==> config.mk <==
export PLATFORM = sky130hd
export DESIGN_NAME = ansi_escape_line_assembler_core
export DESIGN_NICKNAME = d
export VERILOG_FILES = /design/src/design/ansi_ela_pkg.sv /design/src/design/ansi_ela_front.sv /design/src/design/ansi_ela_queue.sv /design/src/design/ansi_ela_back.sv /design/src/design/ansi_escape_line_assembler_core.sv
export VERILOG_INCLUDE_DIRS = /design/src /design/src/design
export SDC_FILE = /design/constraint.sdc
export NUM_CORES = 1
export LEC_CHECK = 0
export ABC_AREA = 1
export BUFFER_PORTS_ARGS = -buffer_cell sky130_fd_sc_hd__clkbuf_2
export CAP_MARGIN = 20
export CORE_MARGIN = 3
export CORE_UTILIZATION = 58
export CTS_CLUSTER_DIAMETER = 100
export CTS_CLUSTER_SIZE = 20
export DETAILED_ROUTE_END_ITERATION = 10
export PLACE_DENSITY_LB_ADDON = 0.25
export SYNTH_ARGS = -nofsm -noshare
export SYNTH_HDL_FRONTEND = slang
export SYNTH_HIERARCHICAL = 1
export SYNTH_SLANG_ARGS = --single-unit
==> constraint.sdc <==
create_clock -name clk -period 4.83 [get_ports clk]
set_input_delay 0.966 -clock clk [delete_from_list [all_inputs] [get_ports clk]]
set_output_delay 0.966 -clock clk [all_outputs]
set_load 0.03 [all_outputs]
==> src/design/assert_macros.svh <==
// assertion macros shared by the rtl
`ifndef ASSERT_MACROS_SVH
`define ASSERT_MACROS_SVH

// same-cycle implication, sampled on clk, off while in reset
`define CHK_NOW(lbl, ante, cons, msg) \
  lbl: assert property (@(posedge clk) disable iff (!rst_n) (ante) |-> (cons)) \
    else $error(msg);

// next-cycle implication, sampled on clk, off while in reset
`define CHK_NEXT(lbl, ante, cons, msg) \
  lbl: assert property (@(posedge clk) disable iff (!rst_n) (ante) |=> (cons)) \
    else $error(msg);

`endif

==> src/design/ansi_ela_pkg.sv <==
// types, command codes and constants of the escape line assembler
package ansi_ela_pkg;

  localparam int LEN_W    = 6;
  localparam int MARK_LEN = 10;

  localparam logic [3:0] OP_PUT   = 4'd0;
  localparam logic [3:0] OP_NL    = 4'd1;
  localparam logic [3:0] OP_FLUSH = 4'd2;
  localparam logic [3:0] OP_CR    = 4'd3;
  localparam logic [3:0] OP_BS    = 4'd4;
  localparam logic [3:0] OP_ERASE = 4'd5;
  localparam logic [3:0] OP_RIGHT = 4'd6;
  localparam logic [3:0] OP_LEFT  = 4'd7;
  localparam logic [3:0] OP_COL   = 4'd8;
  localparam logic [3:0] OP_DEL   = 4'd9;
  localparam logic [3:0] OP_INS   = 4'd10;
  localparam logic [3:0] OP_BLANK = 4'd11;

  localparam logic [7:0] CH_ESC = 8'h1b;
  localparam logic [7:0] CH_DEL = 8'h7f;
  localparam logic [7:0] CH_BEL = 8'h07;
  localparam logic [7:0] CH_SP  = 8'h20;

  typedef struct packed {
    logic [7:0] byte_in;
    logic       end_of_stream;
  } in_item_t;

  typedef struct packed {
    logic [7:0] line_char;
    logic       empty_line;
    logic       last_of_line;
    logic [7:0] tag;
  } out_item_t;

  typedef struct packed {
    logic [3:0]  op;
    logic [7:0]  ch;
    logic [15:0] num;
  } cmd_t;

  typedef struct packed {
    logic full;
    logic empty;
  } q_status_t;

  function automatic logic [7:0] mark_char(input logic [3:0] idx);
    logic [7:0] c;
    case (idx)
      4'd0:    c = " ";
      4'd1:    c = "[";
      4'd2:    c = "w";
      4'd3:    c = "r";
      4'd4:    c = "a";
      4'd5:    c = "p";
      4'd6:    c = "p";
      4'd7:    c = "e";
      4'd8:    c = "d";
      4'd9:    c = "]";
      default: c = " ";
    endcase
    return c;
  endfunction

endpackage

==> src/design/ansi_ela_front.sv <==
// escape parser: turns stream bytes into line editing commands
module ansi_ela_front import ansi_ela_pkg::*; (
  input  logic     clk,
  input  logic     rst_n,
  input  logic     acc,
  input  in_item_t item,
  output logic     push,
  output cmd_t     cmd
);

  localparam logic [2:0] PS_NORMAL  = 3'd0;
  localparam logic [2:0] PS_ESC     = 3'd1;
  localparam logic [2:0] PS_CSI     = 3'd2;
  localparam logic [2:0] PS_OSC     = 3'd3;
  localparam logic [2:0] PS_OSC_ESC = 3'd4;

  logic [2:0]  ps_r, ps_nxt;
  logic [15:0] num_r, num_nxt;
  logic        extra_r, extra_nxt;
  logic [19:0] num_x10;
  logic [7:0]  c;

  assign c       = item.byte_in;
  assign num_x10 = {1'b0, num_r, 3'b000} + {3'b000, num_r, 1'b0} + {16'd0, c[3:0]};

  always_comb begin
    ps_nxt    = ps_r;
    num_nxt   = num_r;
    extra_nxt = extra_r;
    push      = 1'b0;
    cmd.op    = OP_PUT;
    cmd.ch    = c;
    cmd.num   = num_r;
    if (acc) begin
      if (item.end_of_stream) begin
        push   = 1'b1;
        cmd.op = OP_FLUSH;
        ps_nxt = PS_NORMAL;
      end else begin
        case (ps_r)
          PS_ESC: begin
            if (c == "[") begin
              ps_nxt    = PS_CSI;
              num_nxt   = 16'd0;
              extra_nxt = 1'b0;
            end else if (c == "]") begin
              ps_nxt = PS_OSC;
            end else if (c < 8'h20 || c > 8'h2f) begin
              ps_nxt = PS_NORMAL;
            end
          end
          PS_CSI: begin
            if (c inside {["0":"9"]} && !extra_r) begin
              num_nxt = (num_x10 > 20'd65535) ? 16'hffff : num_x10[15:0];
            end else if (c == ";") begin
              extra_nxt = 1'b1;
            end else if (c inside {[8'h40:8'h7e]}) begin
              ps_nxt = PS_NORMAL;
              push   = 1'b1;
              case (c)
                "K":     cmd.op = OP_ERASE;
                "C":     cmd.op = OP_RIGHT;
                "D":     cmd.op = OP_LEFT;
                "G":     cmd.op = OP_COL;
                "P":     cmd.op = OP_DEL;
                "@":     cmd.op = OP_INS;
                "X":     cmd.op = OP_BLANK;
                default: push = 1'b0;
              endcase
            end
          end
          PS_OSC: begin
            if (c == CH_BEL) ps_nxt = PS_NORMAL;
            else if (c == CH_ESC) ps_nxt = PS_OSC_ESC;
          end
          PS_OSC_ESC: begin
            if (c == "\\") ps_nxt = PS_NORMAL;
            else if (c != CH_ESC) ps_nxt = PS_OSC;
          end
          default: begin
            ps_nxt = PS_NORMAL;
            if (c == CH_ESC) begin
              ps_nxt = PS_ESC;
            end else if (c == 8'h0a) begin
              push = 1'b1; cmd.op = OP_NL;
            end else if (c == 8'h0d) begin
              push = 1'b1; cmd.op = OP_CR;
            end else if (c == 8'h08) begin
              push = 1'b1; cmd.op = OP_BS;
            end else if (c == 8'h09) begin
              push = 1'b1; cmd.op = OP_PUT;
            end else if (c < 8'h20 || c == CH_DEL) begin
              push = 1'b0;
            end else begin
              push = 1'b1; cmd.op = OP_PUT;
            end
          end
        endcase
      end
    end
  end

  always_ff @(posedge clk) begin
    if (!rst_n) begin
      ps_r    <= PS_NORMAL;
      num_r   <= 16'd0;
      extra_r <= 1'b0;
    end else begin
      ps_r    <= ps_nxt;
      num_r   <= num_nxt;
      extra_r <= extra_nxt;
    end
  end

endmodule

==> src/design/ansi_ela_queue.sv <==
// two-entry command queue between parser and line editor
module ansi_ela_queue import ansi_ela_pkg::*; (
  input  logic      clk,
  input  logic      rst_n,
  input  logic      push,
  input  cmd_t      wdata,
  input  logic      pop,
  output cmd_t      rdata,
  output q_status_t status
);

  cmd_t       ent_r [2];
  logic       wp_r, rp_r;
  logic [1:0] cnt_r;

  assign rdata        = ent_r[rp_r];
  assign status.full  = (cnt_r == 2'd2);
  assign status.empty = (cnt_r == 2'd0);

  always_ff @(posedge clk) begin
    if (push) ent_r[wp_r] <= wdata;
  end

  always_ff @(posedge clk) begin
    if (!rst_n) begin
      wp_r  <= 1'b0;
      rp_r  <= 1'b0;
      cnt_r <= 2'd0;
    end else begin
      if (push) wp_r <= ~wp_r;
      if (pop) rp_r <= ~rp_r;
      cnt_r <= cnt_r + {1'b0, push} - {1'b0, pop};
    end
  end

endmodule

==> src/design/ansi_ela_back.sv <==
// line editor: line store, cursor, edits and line emission
module ansi_ela_back import ansi_ela_pkg::*; #(
  parameter int LINE_CAP = 48
) (
  input  logic       clk,
  input  logic       rst_n,
  input  logic       q_empty,
  input  cmd_t       cmd,
  output logic       pop,
  input  logic [7:0] tag,
  output logic       out_valid,
  input  logic       out_stall,
  output out_item_t  out_data
);

  localparam int DEPTH  = LINE_CAP + MARK_LEN;
  localparam int ADDR_W = $clog2(DEPTH);
  localparam logic [LEN_W-1:0] WRAP_AT = LEN_W'(LINE_CAP - MARK_LEN - 1);
  localparam logic [LEN_W-1:0] MAX_INS = LEN_W'(LINE_CAP - 1);

  localparam logic [3:0] ST_IDLE  = 4'd0;
  localparam logic [3:0] ST_MARK  = 4'd1;
  localparam logic [3:0] ST_ERD   = 4'd2;
  localparam logic [3:0] ST_EWAIT = 4'd3;
  localparam logic [3:0] ST_EMPTY = 4'd4;
  localparam logic [3:0] ST_DRD   = 4'd5;
  localparam logic [3:0] ST_DWR   = 4'd6;
  localparam logic [3:0] ST_IRD   = 4'd7;
  localparam logic [3:0] ST_IWR   = 4'd8;
  localparam logic [3:0] ST_FILL  = 4'd9;

  logic [7:0] mem [DEPTH];
  logic [7:0] rd_data_r;
  logic [LEN_W-1:0] rd_addr;
  logic       we;
  logic [LEN_W-1:0] wa;
  logic [7:0] wd;

  logic [3:0] st_r, st_nxt;
  logic [LEN_W-1:0] len_r, len_nxt, cur_r, cur_nxt;
  logic [LEN_W-1:0] src_r, src_nxt, dst_r, dst_nxt, cnt_r, cnt_nxt;
  logic [LEN_W-1:0] fcnt_r, fcnt_nxt;
  logic [3:0] mi_r, mi_nxt;
  logic [7:0] ch_r, ch_nxt;
  logic       pend_r, pend_nxt;
  logic       ov_r, ov_nxt;
  out_item_t  od_r, od_nxt;

  logic [15:0] nn;
  logic [LEN_W-1:0] tail, room, n_tail, n_room;
  logic [16:0] cur_plus;
  logic        out_free;

  assign nn       = (cmd.num == 16'd0) ? 16'd1 : cmd.num;
  assign tail     = len_r - cur_r;
  assign room     = (len_r < MAX_INS) ? MAX_INS - len_r : '0;
  assign n_tail   = (nn > {{(16-LEN_W){1'b0}}, tail}) ? tail : nn[LEN_W-1:0];
  assign n_room   = (nn > {{(16-LEN_W){1'b0}}, room}) ? room : nn[LEN_W-1:0];
  assign cur_plus = {{(17-LEN_W){1'b0}}, cur_r} + {1'b0, nn};
  assign out_free = !ov_r || !out_stall;
  assign out_valid = ov_r;
  assign out_data  = od_r;

  always_comb begin
    st_nxt   = st_r;
    len_nxt  = len_r;
    cur_nxt  = cur_r;
    src_nxt  = src_r;
    dst_nxt  = dst_r;
    cnt_nxt  = cnt_r;
    fcnt_nxt = fcnt_r;
    mi_nxt   = mi_r;
    ch_nxt   = ch_r;
    pend_nxt = pend_r;
    ov_nxt   = ov_r && out_stall;
    od_nxt   = od_r;
    pop      = 1'b0;
    we       = 1'b0;
    wa       = cur_r;
    wd       = cmd.ch;
    rd_addr  = src_r;
    case (st_r)
      ST_IDLE: begin
        if (!q_empty) begin
          pop = 1'b1;
          case (cmd.op)
            OP_PUT: begin
              if (cur_r >= WRAP_AT) begin
                ch_nxt   = cmd.ch;
                pend_nxt = 1'b1;
                mi_nxt   = 4'd0;
                st_nxt   = ST_MARK;
              end else begin
                we      = 1'b1;
                cur_nxt = cur_r + 1'b1;
                if (cur_r + 1'b1 > len_r) len_nxt = cur_r + 1'b1;
              end
            end
            OP_NL: begin
              pend_nxt = 1'b0;
              src_nxt  = '0;
              st_nxt   = (len_r == '0) ? ST_EMPTY : ST_ERD;
            end
            OP_FLUSH: begin
              pend_nxt = 1'b0;
              src_nxt  = '0;
              if (len_r != '0) st_nxt = ST_ERD;
            end
            OP_CR: cur_nxt = '0;
            OP_BS: if (cur_r != '0) cur_nxt = cur_r - 1'b1;
            OP_ERASE: len_nxt = cur_r;
            OP_RIGHT: cur_nxt = (cur_plus > {{(17-LEN_W){1'b0}}, len_r}) ? len_r
                                : cur_plus[LEN_W-1:0];
            OP_LEFT: cur_nxt = (nn > {{(16-LEN_W){1'b0}}, cur_r}) ? '0
                               : cur_r - nn[LEN_W-1:0];
            OP_COL: cur_nxt = (nn - 16'd1 > {{(16-LEN_W){1'b0}}, len_r}) ? len_r
                              : LEN_W'(nn - 16'd1);
            OP_DEL: begin
              len_nxt = len_r - n_tail;
              src_nxt = cur_r + n_tail;
              dst_nxt = cur_r;
              cnt_nxt = tail - n_tail;
              if (n_tail != '0 && tail != n_tail) st_nxt = ST_DRD;
            end
            OP_INS: begin
              len_nxt  = len_r + n_room;
              src_nxt  = len_r - 1'b1;
              dst_nxt  = len_r - 1'b1 + n_room;
              cnt_nxt  = tail;
              fcnt_nxt = n_room;
              if (n_room != '0) st_nxt = (tail != '0) ? ST_IRD : ST_FILL;
              if (tail == '0) dst_nxt = cur_r;
            end
            OP_BLANK: begin
              dst_nxt  = cur_r;
              fcnt_nxt = n_tail;
              if (n_tail != '0) st_nxt = ST_FILL;
            end
            default: ;
          endcase
        end
      end
      ST_MARK: begin
        we = 1'b1;
        wa = len_r + {2'b00, mi_r};
        wd = mark_char(mi_r);
        mi_nxt = mi_r + 4'd1;
        if (mi_r == 4'(MARK_LEN - 1)) begin
          len_nxt = len_r + LEN_W'(MARK_LEN);
          src_nxt = '0;
          st_nxt  = ST_ERD;
        end
      end
      ST_ERD: st_nxt = ST_EWAIT;
      ST_EWAIT: begin
        if (out_free) begin
          ov_nxt = 1'b1;
          od_nxt.line_char    = rd_data_r;
          od_nxt.empty_line   = 1'b0;
          od_nxt.last_of_line = (src_r + 1'b1 == len_r);
          od_nxt.tag          = tag;
          src_nxt = src_r + 1'b1;
          if (src_r + 1'b1 == len_r) begin
            st_nxt = ST_IDLE;
            // a wrapped character opens the next line
            if (pend_r) begin
              we      = 1'b1;
              wa      = '0;
              wd      = ch_r;
              cur_nxt = LEN_W'(1);
              len_nxt = LEN_W'(1);
            end else begin
              cur_nxt = '0;
              len_nxt = '0;
            end
            pend_nxt = 1'b0;
          end else begin
            st_nxt = ST_ERD;
          end
        end
      end
      ST_EMPTY: begin
        if (out_free) begin
          ov_nxt = 1'b1;
          od_nxt.line_char    = 8'd0;
          od_nxt.empty_line   = 1'b1;
          od_nxt.last_of_line = 1'b1;
          od_nxt.tag          = tag;
          cur_nxt = '0;
          st_nxt  = ST_IDLE;
        end
      end
      ST_DRD: st_nxt = ST_DWR;
      ST_DWR: begin
        we = 1'b1; wa = dst_r; wd = rd_data_r;
        src_nxt = src_r + 1'b1;
        dst_nxt = dst_r + 1'b1;
        cnt_nxt = cnt_r - 1'b1;
        st_nxt  = (cnt_r == LEN_W'(1)) ? ST_IDLE : ST_DRD;
      end
      ST_IRD: st_nxt = ST_IWR;
      ST_IWR: begin
        we = 1'b1; wa = dst_r; wd = rd_data_r;
        src_nxt = src_r - 1'b1;
        dst_nxt = dst_r - 1'b1;
        cnt_nxt = cnt_r - 1'b1;
        if (cnt_r == LEN_W'(1)) begin
          dst_nxt = cur_r;
          st_nxt  = ST_FILL;
        end else begin
          st_nxt = ST_IRD;
        end
      end
      ST_FILL: begin
        we = 1'b1; wa = dst_r; wd = CH_SP;
        dst_nxt  = dst_r + 1'b1;
        fcnt_nxt = fcnt_r - 1'b1;
        if (fcnt_r == LEN_W'(1)) st_nxt = ST_IDLE;
      end
      default: st_nxt = ST_IDLE;
    endcase
  end

  always_ff @(posedge clk) begin
    if (we) mem[wa[ADDR_W-1:0]] <= wd;
    rd_data_r <= mem[rd_addr[ADDR_W-1:0]];
  end

  always_ff @(posedge clk) begin
    src_r  <= src_nxt;
    dst_r  <= dst_nxt;
    cnt_r  <= cnt_nxt;
    fcnt_r <= fcnt_nxt;
    mi_r   <= mi_nxt;
    ch_r   <= ch_nxt;
    od_r   <= od_nxt;
  end

  always_ff @(posedge clk) begin
    if (!rst_n) begin
      st_r   <= ST_IDLE;
      len_r  <= '0;
      cur_r  <= '0;
      pend_r <= 1'b0;
      ov_r   <= 1'b0;
    end else begin
      st_r   <= st_nxt;
      len_r  <= len_nxt;
      cur_r  <= cur_nxt;
      pend_r <= pend_nxt;
      ov_r   <= ov_nxt;
    end
  end

endmodule

==> src/design/ansi_escape_line_assembler_core.sv <==
// top level of the escape line assembler
// Terminal byte stream in, assembled lines out, one character per transfer.
// Input channel in_valid/in_stall carries one byte (or an end-of-stream flag)
// per transfer. The parser takes a byte every cycle while its two-entry
// command queue has room; in_stall rises when the queue is full.
// Output channel out_valid/out_stall carries one line character per transfer
// with last_of_line on the final one; an empty line gives one transfer with
// empty_line set. Each character is read from the line store (ST_ERD) and then
// emitted (ST_EWAIT). A printable byte is one editor write; a wrap first writes
// the ten-character marker before emission; delete and insert move each
// character by a read state and a write state; blanking writes one per cycle.
// cfg_we writes cfg_wdata as the tag, copied into every result; write only while idle.
// Synchronous active-low reset empties the line, clears the parser and
// the queue; the line store itself is not cleared.
// While out_stall is high a valid result holds, the editor waits at its next
// emission, the queue fills and then in_stall rises.
module ansi_escape_line_assembler_core import ansi_ela_pkg::*; #(
  parameter int LINE_CAP = 48
) (
  input  logic      clk,
  input  logic      rst_n,
  input  logic      in_valid,
  output logic      in_stall,
  input  in_item_t  in_data,
  output logic      out_valid,
  input  logic      out_stall,
  output out_item_t out_data,
  input  logic      cfg_we,
  input  logic [7:0] cfg_wdata
);

  `include "assert_macros.svh"

  logic      in_acc, push, pop;
  cmd_t      f_cmd, q_cmd;
  q_status_t q_st;
  logic [7:0] tag_r;

  assign in_stall = q_st.full;
  assign in_acc   = in_valid && !in_stall;

  always_ff @(posedge clk) begin
    if (!rst_n) tag_r <= 8'd0;
    else if (cfg_we) tag_r <= cfg_wdata;
  end

  ansi_ela_front u_front (
    .clk(clk), .rst_n(rst_n), .acc(in_acc), .item(in_data),
    .push(push), .cmd(f_cmd)
  );

  ansi_ela_queue u_queue (
    .clk(clk), .rst_n(rst_n), .push(push), .wdata(f_cmd),
    .pop(pop), .rdata(q_cmd), .status(q_st)
  );

  ansi_ela_back #(.LINE_CAP(LINE_CAP)) u_back (
    .clk(clk), .rst_n(rst_n), .q_empty(q_st.empty), .cmd(q_cmd), .pop(pop),
    .tag(tag_r), .out_valid(out_valid), .out_stall(out_stall), .out_data(out_data)
  );

  `CHK_NOW(a_no_push_full, push, !q_st.full, "command pushed into full queue")
  `CHK_NOW(a_no_pop_empty, pop, !q_st.empty, "command popped from empty queue")
  `CHK_NOW(a_empty_is_last, out_valid && out_data.empty_line, out_data.last_of_line,
           "empty line result without last mark")
  `CHK_NEXT(a_queue_fill, !in_stall && in_valid && push && !pop && !q_st.empty, in_stall,
            "queue did not report full")

endmodule
# [Word-level counts from Yosys, hierarchy flattened]
# Memory sizes are Yosys's and may differ from the RTL's. A register that Yosys moved wholly into a read port is not among the register bits.
# Index checks and enable logic that the tools add are counted.
[word_totals] register_bits=104 latch_bits=0 ram_bits=520 romBits=112 in_bits=22 out_inout_bits=20 elab_cells=349 n_memories=3
[memory_table] memory="u_back.mem" words=58 word_bits=8 read_ports=1 rd_clocked_by_memory_dff=1 write_ports=1 line_no="ansi_ela_back.sv:32" source="logic [7:0] mem [DEPTH];"
[memory_table] memory="(name not given)" words=16 word_bits=7 read_ports=1 rd_clocked_by_memory_dff=1 write_ports=0 line_no="ansi_ela_pkg.sv:50" source="case (idx)"
[memory_table] memory="u_queue.ent_r" words=2 word_bits=28 read_ports=1 rd_clocked_by_memory_dff=1 write_ports=1 line_no="ansi_ela_queue.sv:12" source="cmd_t ent_r [2];"
[op_classes] addsub=26 n_mul=0 div=0 n_lt_le_gt_ge=15 n_eq_ne=83 shifts=0 muxes=139 bitwise=4 reduce_logical=57
[op_table] cell="6-bit 2-to-1 mux" n=27
[op_table] cell="4-bit 2-to-1 mux" n=24
[op_table] cell="6-bit case mux with 3 select lines" n=5
[op_table] cell="8-bit by 7-bit == test with 1-bit output, second input constant" n=11
[op_table] cell="16-bit by 6-bit greater-than comparator with 1-bit output" n=4
[op_table] cell="16-bit 2-to-1 mux" n=4
[op_table] cell="6-bit case mux with 2 select lines" n=5
[op_table] cell="3-bit 2-to-1 mux" n=14
[op_table] cell="4-bit case mux with 10 select lines" n=1
[op_table] cell="1-bit 2-to-1 mux" n=37
[op_table] cell="18-bit 2-to-1 mux" n=2
[op_table] cell="18-bit case mux with 2 select lines" n=1
[op_table] cell="6-bit case mux with 6 select lines" n=1
[op_table] cell="6-bit by 1-bit subtractor with 6-bit output, second input constant" n=6
[op_table] cell="4-bit by 3-bit == test with 1-bit output, second input constant" n=8
[op_table] cell="8-bit by 4-bit == test with 1-bit output, second input constant" n=4
[op_table] cell="16-bit case mux with 2 select lines" n=1
[op_table] cell="8-bit case mux with 4 select lines" n=1
[op_table] cell="6-bit case mux with 5 select lines" n=1
[op_table] cell="6-bit nonzero test" n=5
[op_table] cell="4-bit == test, second input constant" n=7
[op_table] cell="4-bit case mux with 7 select lines" n=1
[op_table] cell="8-bit 2-to-1 mux" n=3
[op_table] cell="3-bit by 2-bit inequality test with 1-bit output, second input constant" n=8
[op_table] cell="other kinds (74)" n=143

# [Longest topological paths before layout]
[logic_depth] ltp_word=13 ltp_mapped=38 depth_no_buf=35

# [Cells and area by module]
# Netlist, hierarchy kept.
[by_module_without_submodules] mod="ansi_ela_back" instances=1 cells_each=2807 area_per_inst_um2=27935.5 seq_area_each_um2=16215.6
[by_module_without_submodules] mod="ansi_ela_front" instances=1 cells_each=431 area_per_inst_um2=2562.5 seq_area_each_um2=400.4
[by_module_without_submodules] mod="ansi_ela_queue" instances=1 cells_each=120 area_per_inst_um2=2348.5 seq_area_each_um2=1781.7
[by_module_without_submodules] mod="ansi_escape_line_assembler_core" instances=1 cells_each=53 area_per_inst_um2=364.1 seq_area_each_um2=160.2

# [Least setup slack after synthesis]
# No wires, ideal clock.
[synth_path] kind="register to register" from="reg u_back.cur_r[2]" to="reg u_back.len_r[5]" setup_ns=0.070 arrival_time_ns=4.821 t_required_ns=4.760 setup_slack_ns=-0.061 path_stages_with_launch=33 n_path_buf=2 synth_period_minus_slack_ns=4.891 path_cell_list="dfxtp_1 clkbuf_1 inv_1 ha_1 a21oi_1 o211ai_1 xnor2_1 inv_1 ha_1 nand2_1 nor3b_1 nand3_2 nand2_2 buf_6 nand2_1 o21a_1 ha_1 xor2_1 o21ai_0 ha_1 nand2_1 nand2_1 a31oi_1 nor2_1 o21ai_0 nand2_1 xor2_1 inv_1 nand3_1 nand3_1 nand2_1 nand2_1 a21oi_1"
[synth_via] elab_chain_cells=7 elab_cells_between_ends=15
[synth_rtl] element="from (decl)" line_no="ansi_ela_back.sv:40" source="logic [LEN_W-1:0] len_r, len_nxt, cur_r, cur_nxt;"
[synth_rtl] element="from (signal assigned)" line_no="ansi_ela_back.sv:249" source="cur_r <= cur_nxt;"
[synth_rtl] element="6-bit subtractor" line_no="ansi_ela_back.sv:55" source="assign tail = len_r - cur_r;"
[synth_rtl] element="16-bit by 6-bit greater-than comparator with 1-bit output" line_no="ansi_ela_back.sv:57" source="assign n_tail = (nn > {{(16-LEN_W){1'b0}}, tail}) ? tail : nn[LEN_W-1:0];"
[synth_rtl] element="6-bit 2-to-1 mux" line_no="ansi_ela_back.sv:57"
[synth_rtl] element="6-bit subtractor" line_no="ansi_ela_back.sv:119" source="len_nxt = len_r - n_tail;"
[synth_rtl] element="6-bit case mux with 4 select lines" line_no="ansi_ela_back.sv:86" source="case (cmd.op)"
[synth_rtl] element="6-bit 2-to-1 mux" line_no="ansi_ela_back.sv:84" source="if (!q_empty) begin"
[synth_rtl] element="6-bit case mux with 3 select lines" line_no="ansi_ela_back.sv:82" source="case (st_r)"
[synth_rtl] element="to (signal assigned)" line_no="ansi_ela_back.sv:248" source="len_r <= len_nxt;"
[synth_rtl] element="to (decl)" line_no="ansi_ela_back.sv:40"
# Several ways; a longest one is shown, not always the timed one. The select of a mux whose other input is x is not followed.
# A chain may end at the register's enable or synchronous reset.

==> results.json <==
{
  "synth_compound_area_frac": 0.126,
  "avgSynthCellArea_sq_um": 9.74,
  "ys.flop_type": "edfxtp_1",
  "worst_ep_required_time_ns": 5.36,
  "cts_tree": "yes",
  "clock_latency_ns": 0.60,
  "path_delay_family": "simple AND/OR/NAND/NOR gates",
  "critPathMaxStageDelay_ns": 0.40,
  "finalWorstSetupSlack_ns": 0.300,
  "maxSlewViolCount": 0,
  "rr_worst_depth": 32,
  "cts-root-buf": "clkbuf_16",
  "grt_pass1_vias": 25099,
  "synthTopCellsByCount": "edfxtp_1, nor2_1, nand2_1, o21ai_0, inv_1",
  "cp_num_cells": 32,
  "synth_cell_types": 71,
  "relSlewSlack": 0.277,
  "cts.sinks": 640,
  "layout-drive-gt1-share": 0.112,
  "place_ws_ns": 0.0487,
  "ys_top_cells_by_area": "edfxtp_1, nor2_1, nand2_1, ha_1, o21ai_0",
  "worstPathMaxFanout": 8,
  "crit_type": "register to register",
  "finalSetupViolations": 0,
  "period_needed_ns": 4.53,
  "hp-class": "register to register",
  "syn2layout_area_growth_pct": 9.20,
  "wl_per_cell_um": 21.7,
  "worst_pin_slew_ns": 1.07,
  "grt_pass1_wl_mm": 142,
  "hold_depth": 0,
  "cp_common_cell": "nand2_1",
  "coreArea_sq_mm": 0.0565,
  "synth_top_area_cell": "edfxtp_1",
  "p_per_area_mw_per_mm2": 678,
  "yosysTopAreaCellShare": 0.519,
  "synth_top_family_by_area": "simple AND/OR/NAND/NOR gates",
  "drt-initial-drc-count": 2510,
  "cts_hold_buf": 0,
  "syn_inst": 3411,
  "port_buffers": 41,
  "syn_nets": 3580,
  "antenna_left": 0,
  "p_leak_nw": 14.0,
  "synth-seq-cells": 640,
  "syn_area_sq_mm": 0.0332,
  "final_hold_viol_count": 0,
  "cap_violations": 0,
  "io_pins": 42,
  "wirelength_mm": 92.7,
  "crit_path_top_delay_cell": "dfxtp_4",
  "clk_pin_slew_ns": 0.09,
  "status": "finished, final reports clean",
  "vias": 26104,
  "ir_worst_vdd_uv": 502,
  "grt.overflow.total": 0,
  "synthMuxAreaShare": 0.0121,
  "startpoint_type": "register",
  "async_flop_share": 0,
  "end_kind": "register",
  "drt-vias-per-instance": 6.10,
  "crit_buf_inv": 3,
  "whs_ns": 0.441,
  "hold_end": "u_back/out_data[2]",
  "grt_max_degree": 93,
  "cp.arrival_ns": 5.06,
  "rr_endpoint": "u_back/len_r[5]",
  "nets": 3671,
  "die_w_um": 245,
  "synthSimpleGateAreaFrac": 0.174,
  "antenna_cells": 0,
  "yosysSeqAreaShare": 0.559,
  "clock_path_buffers": 3,
  "synth_xor_area_frac": 0.0166,
  "row_count": 87,
  "drcViolationCount": 0,
  "cts_max_level": 2,
  "skew_ns": 0.0220,
  "yosys_warnings": 6,
  "timing.fmax_ghz": 0.221,
  "yosys.cell_count.top_type": "edfxtp_1",
  "firstDrtPassIters": 5,
  "start_util": 0.588,
  "dpl.hpwl_mm": 62.8,
  "synthAdderAreaFrac": 0.0576,
  "period_share": 0.938,
  "grt_usage": 0.304,
  "numCtsBuffers": 38,
  "antenna_found_initial": 0,
  "gp_congestion": 0.998,
  "die_area_sq_mm": 0.0602,
  "r2r_slack_ns": 0.30,
  "hold_start": "tag_r[2]",
  "die_h_um": 245,
  "synth_edf_count": 574,
  "setup-tns-final_ns": 0
}
[metal layers]
metal	vias to the layer above	track usage	wire, um
li1	12075	-	-
met1	12561	0.395	35900
met2	1251	0.521	45500
met3	217	0.0353	7220
met4	0	0.125	4080
met5	-	0	0
[per-stage QoR]
| stage | total power [W] | instances | instance area [sq um] | utilization |
|---|---|---|---|---|
| 2_1_floorplan | 0.0166 | 3411 | 33200 | - |
| 5_1_grt | 0.0261 | 4277 | 36300 | 0.642 |
| 3_5_place_dp | 0.0209 | 4208 | 34900 | 0.618 |
| 4_1_cts | 0.0241 | 4267 | 36000 | 0.638 |
| 3_3_place_gp | 0.0205 | 4208 | 34900 | 0.618 |
| 6_report | 0.0246 | 4277 | 36300 | 0.642 |
[power by group]
group / total, W / switching, W / internal (W) / leakage (nW)
Combinational: 0.0133 / 0.00919 / 0.00416 / 7.76
Sequential: 0.00797 / 0.000300 / 0.00767 / 5.76
Clock: 0.00328 / 0.00179 / 0.00149 / 0.526
Total: 0.0246 / 0.0113 / 0.0133 / 14.0
[repair_timing]
| item | CTS | global route |
|---|---|---|
| endpoints found under the setup margin | 0 | 15 |
| endpoints found under the hold margin | 0 | 0 |
| gates resized for setup | 0 | 36 |
| setup buffers | 0 | 8 |
[logic make-up (layout without fill, tap and decap cells)]
family	count (synthesis)	count (layout)
compound gates	715	715
mux	29	29
flops	640	640
xor+xnor	63	63
fa+ha+maj	147	147
buf+inv	451	561
simple gates	1366	1366
[placed cells by master (no fill, tap or decap), drive strengths merged, types with 66 or more instances in the layout]
| cell type | synthesis | routed |
|---|---|---|
| o21ai | 338 | 338 |
| edfxtp | 574 | 574 |
| nand3 | 174 | 174 |
| o22ai | 91 | 91 |
| a21oi | 140 | 140 |
| buf | 32 | 153 |
| nand2 | 542 | 542 |
| dfxtp | 66 | 66 |
| nor2 | 553 | 553 |
| ha | 137 | 137 |
| clkbuf | 113 | 96 |
| inv | 300 | 303 |
[registers in the layout, indices dropped and copies added (netlist names), 2 cells and up, named ones only]
name              cells
u_back/cnt_r          6
u_front/ps_r          3
u_back/dst_r          6
tag_r                 8
u_back/mem          464
u_back/fcnt_r         6
u_back/st_r           4
u_back/rd_addr        6
u_back/out_data      18
u_front/num_r        16
u_queue/cnt_r         2
u_back/cur_r          6
u_back/rd_data_r      8
u_queue/ent_r        56
u_back/len_r          6
u_back/ch_r           8
u_back/mi_r           4
[worst max-delay path by stage]
| stage | start | end | slack [ns] |
|---|---|---|---|
| after global routing | register | u_back/len_r[4] | -0.06 |
| after floorplan | u_back/rd_addr[0] | u_back/mem[0][5] | 0.006 |
| final | register | u_back/len_r[5] | 0.30 |
| after global placement | register | u_back/len_r[5] | 0.21 |
| after detailed placement | u_back/cur_r[2] | u_back/len_r[5] | 0.05 |
| after CTS | register | u_back/len_r[5] | 0.03 |
[layout make-up]
class,instances,area [sq um]
clock inverter,6,87.6
sequential,640,18600
inverter,306,1160
clock buffer,53,1010
timing repair buffer,196,1400
tap,756,946
multi-input combinational,2320,13100
fill,4535,20200
(Power assumes the default switching activity.)
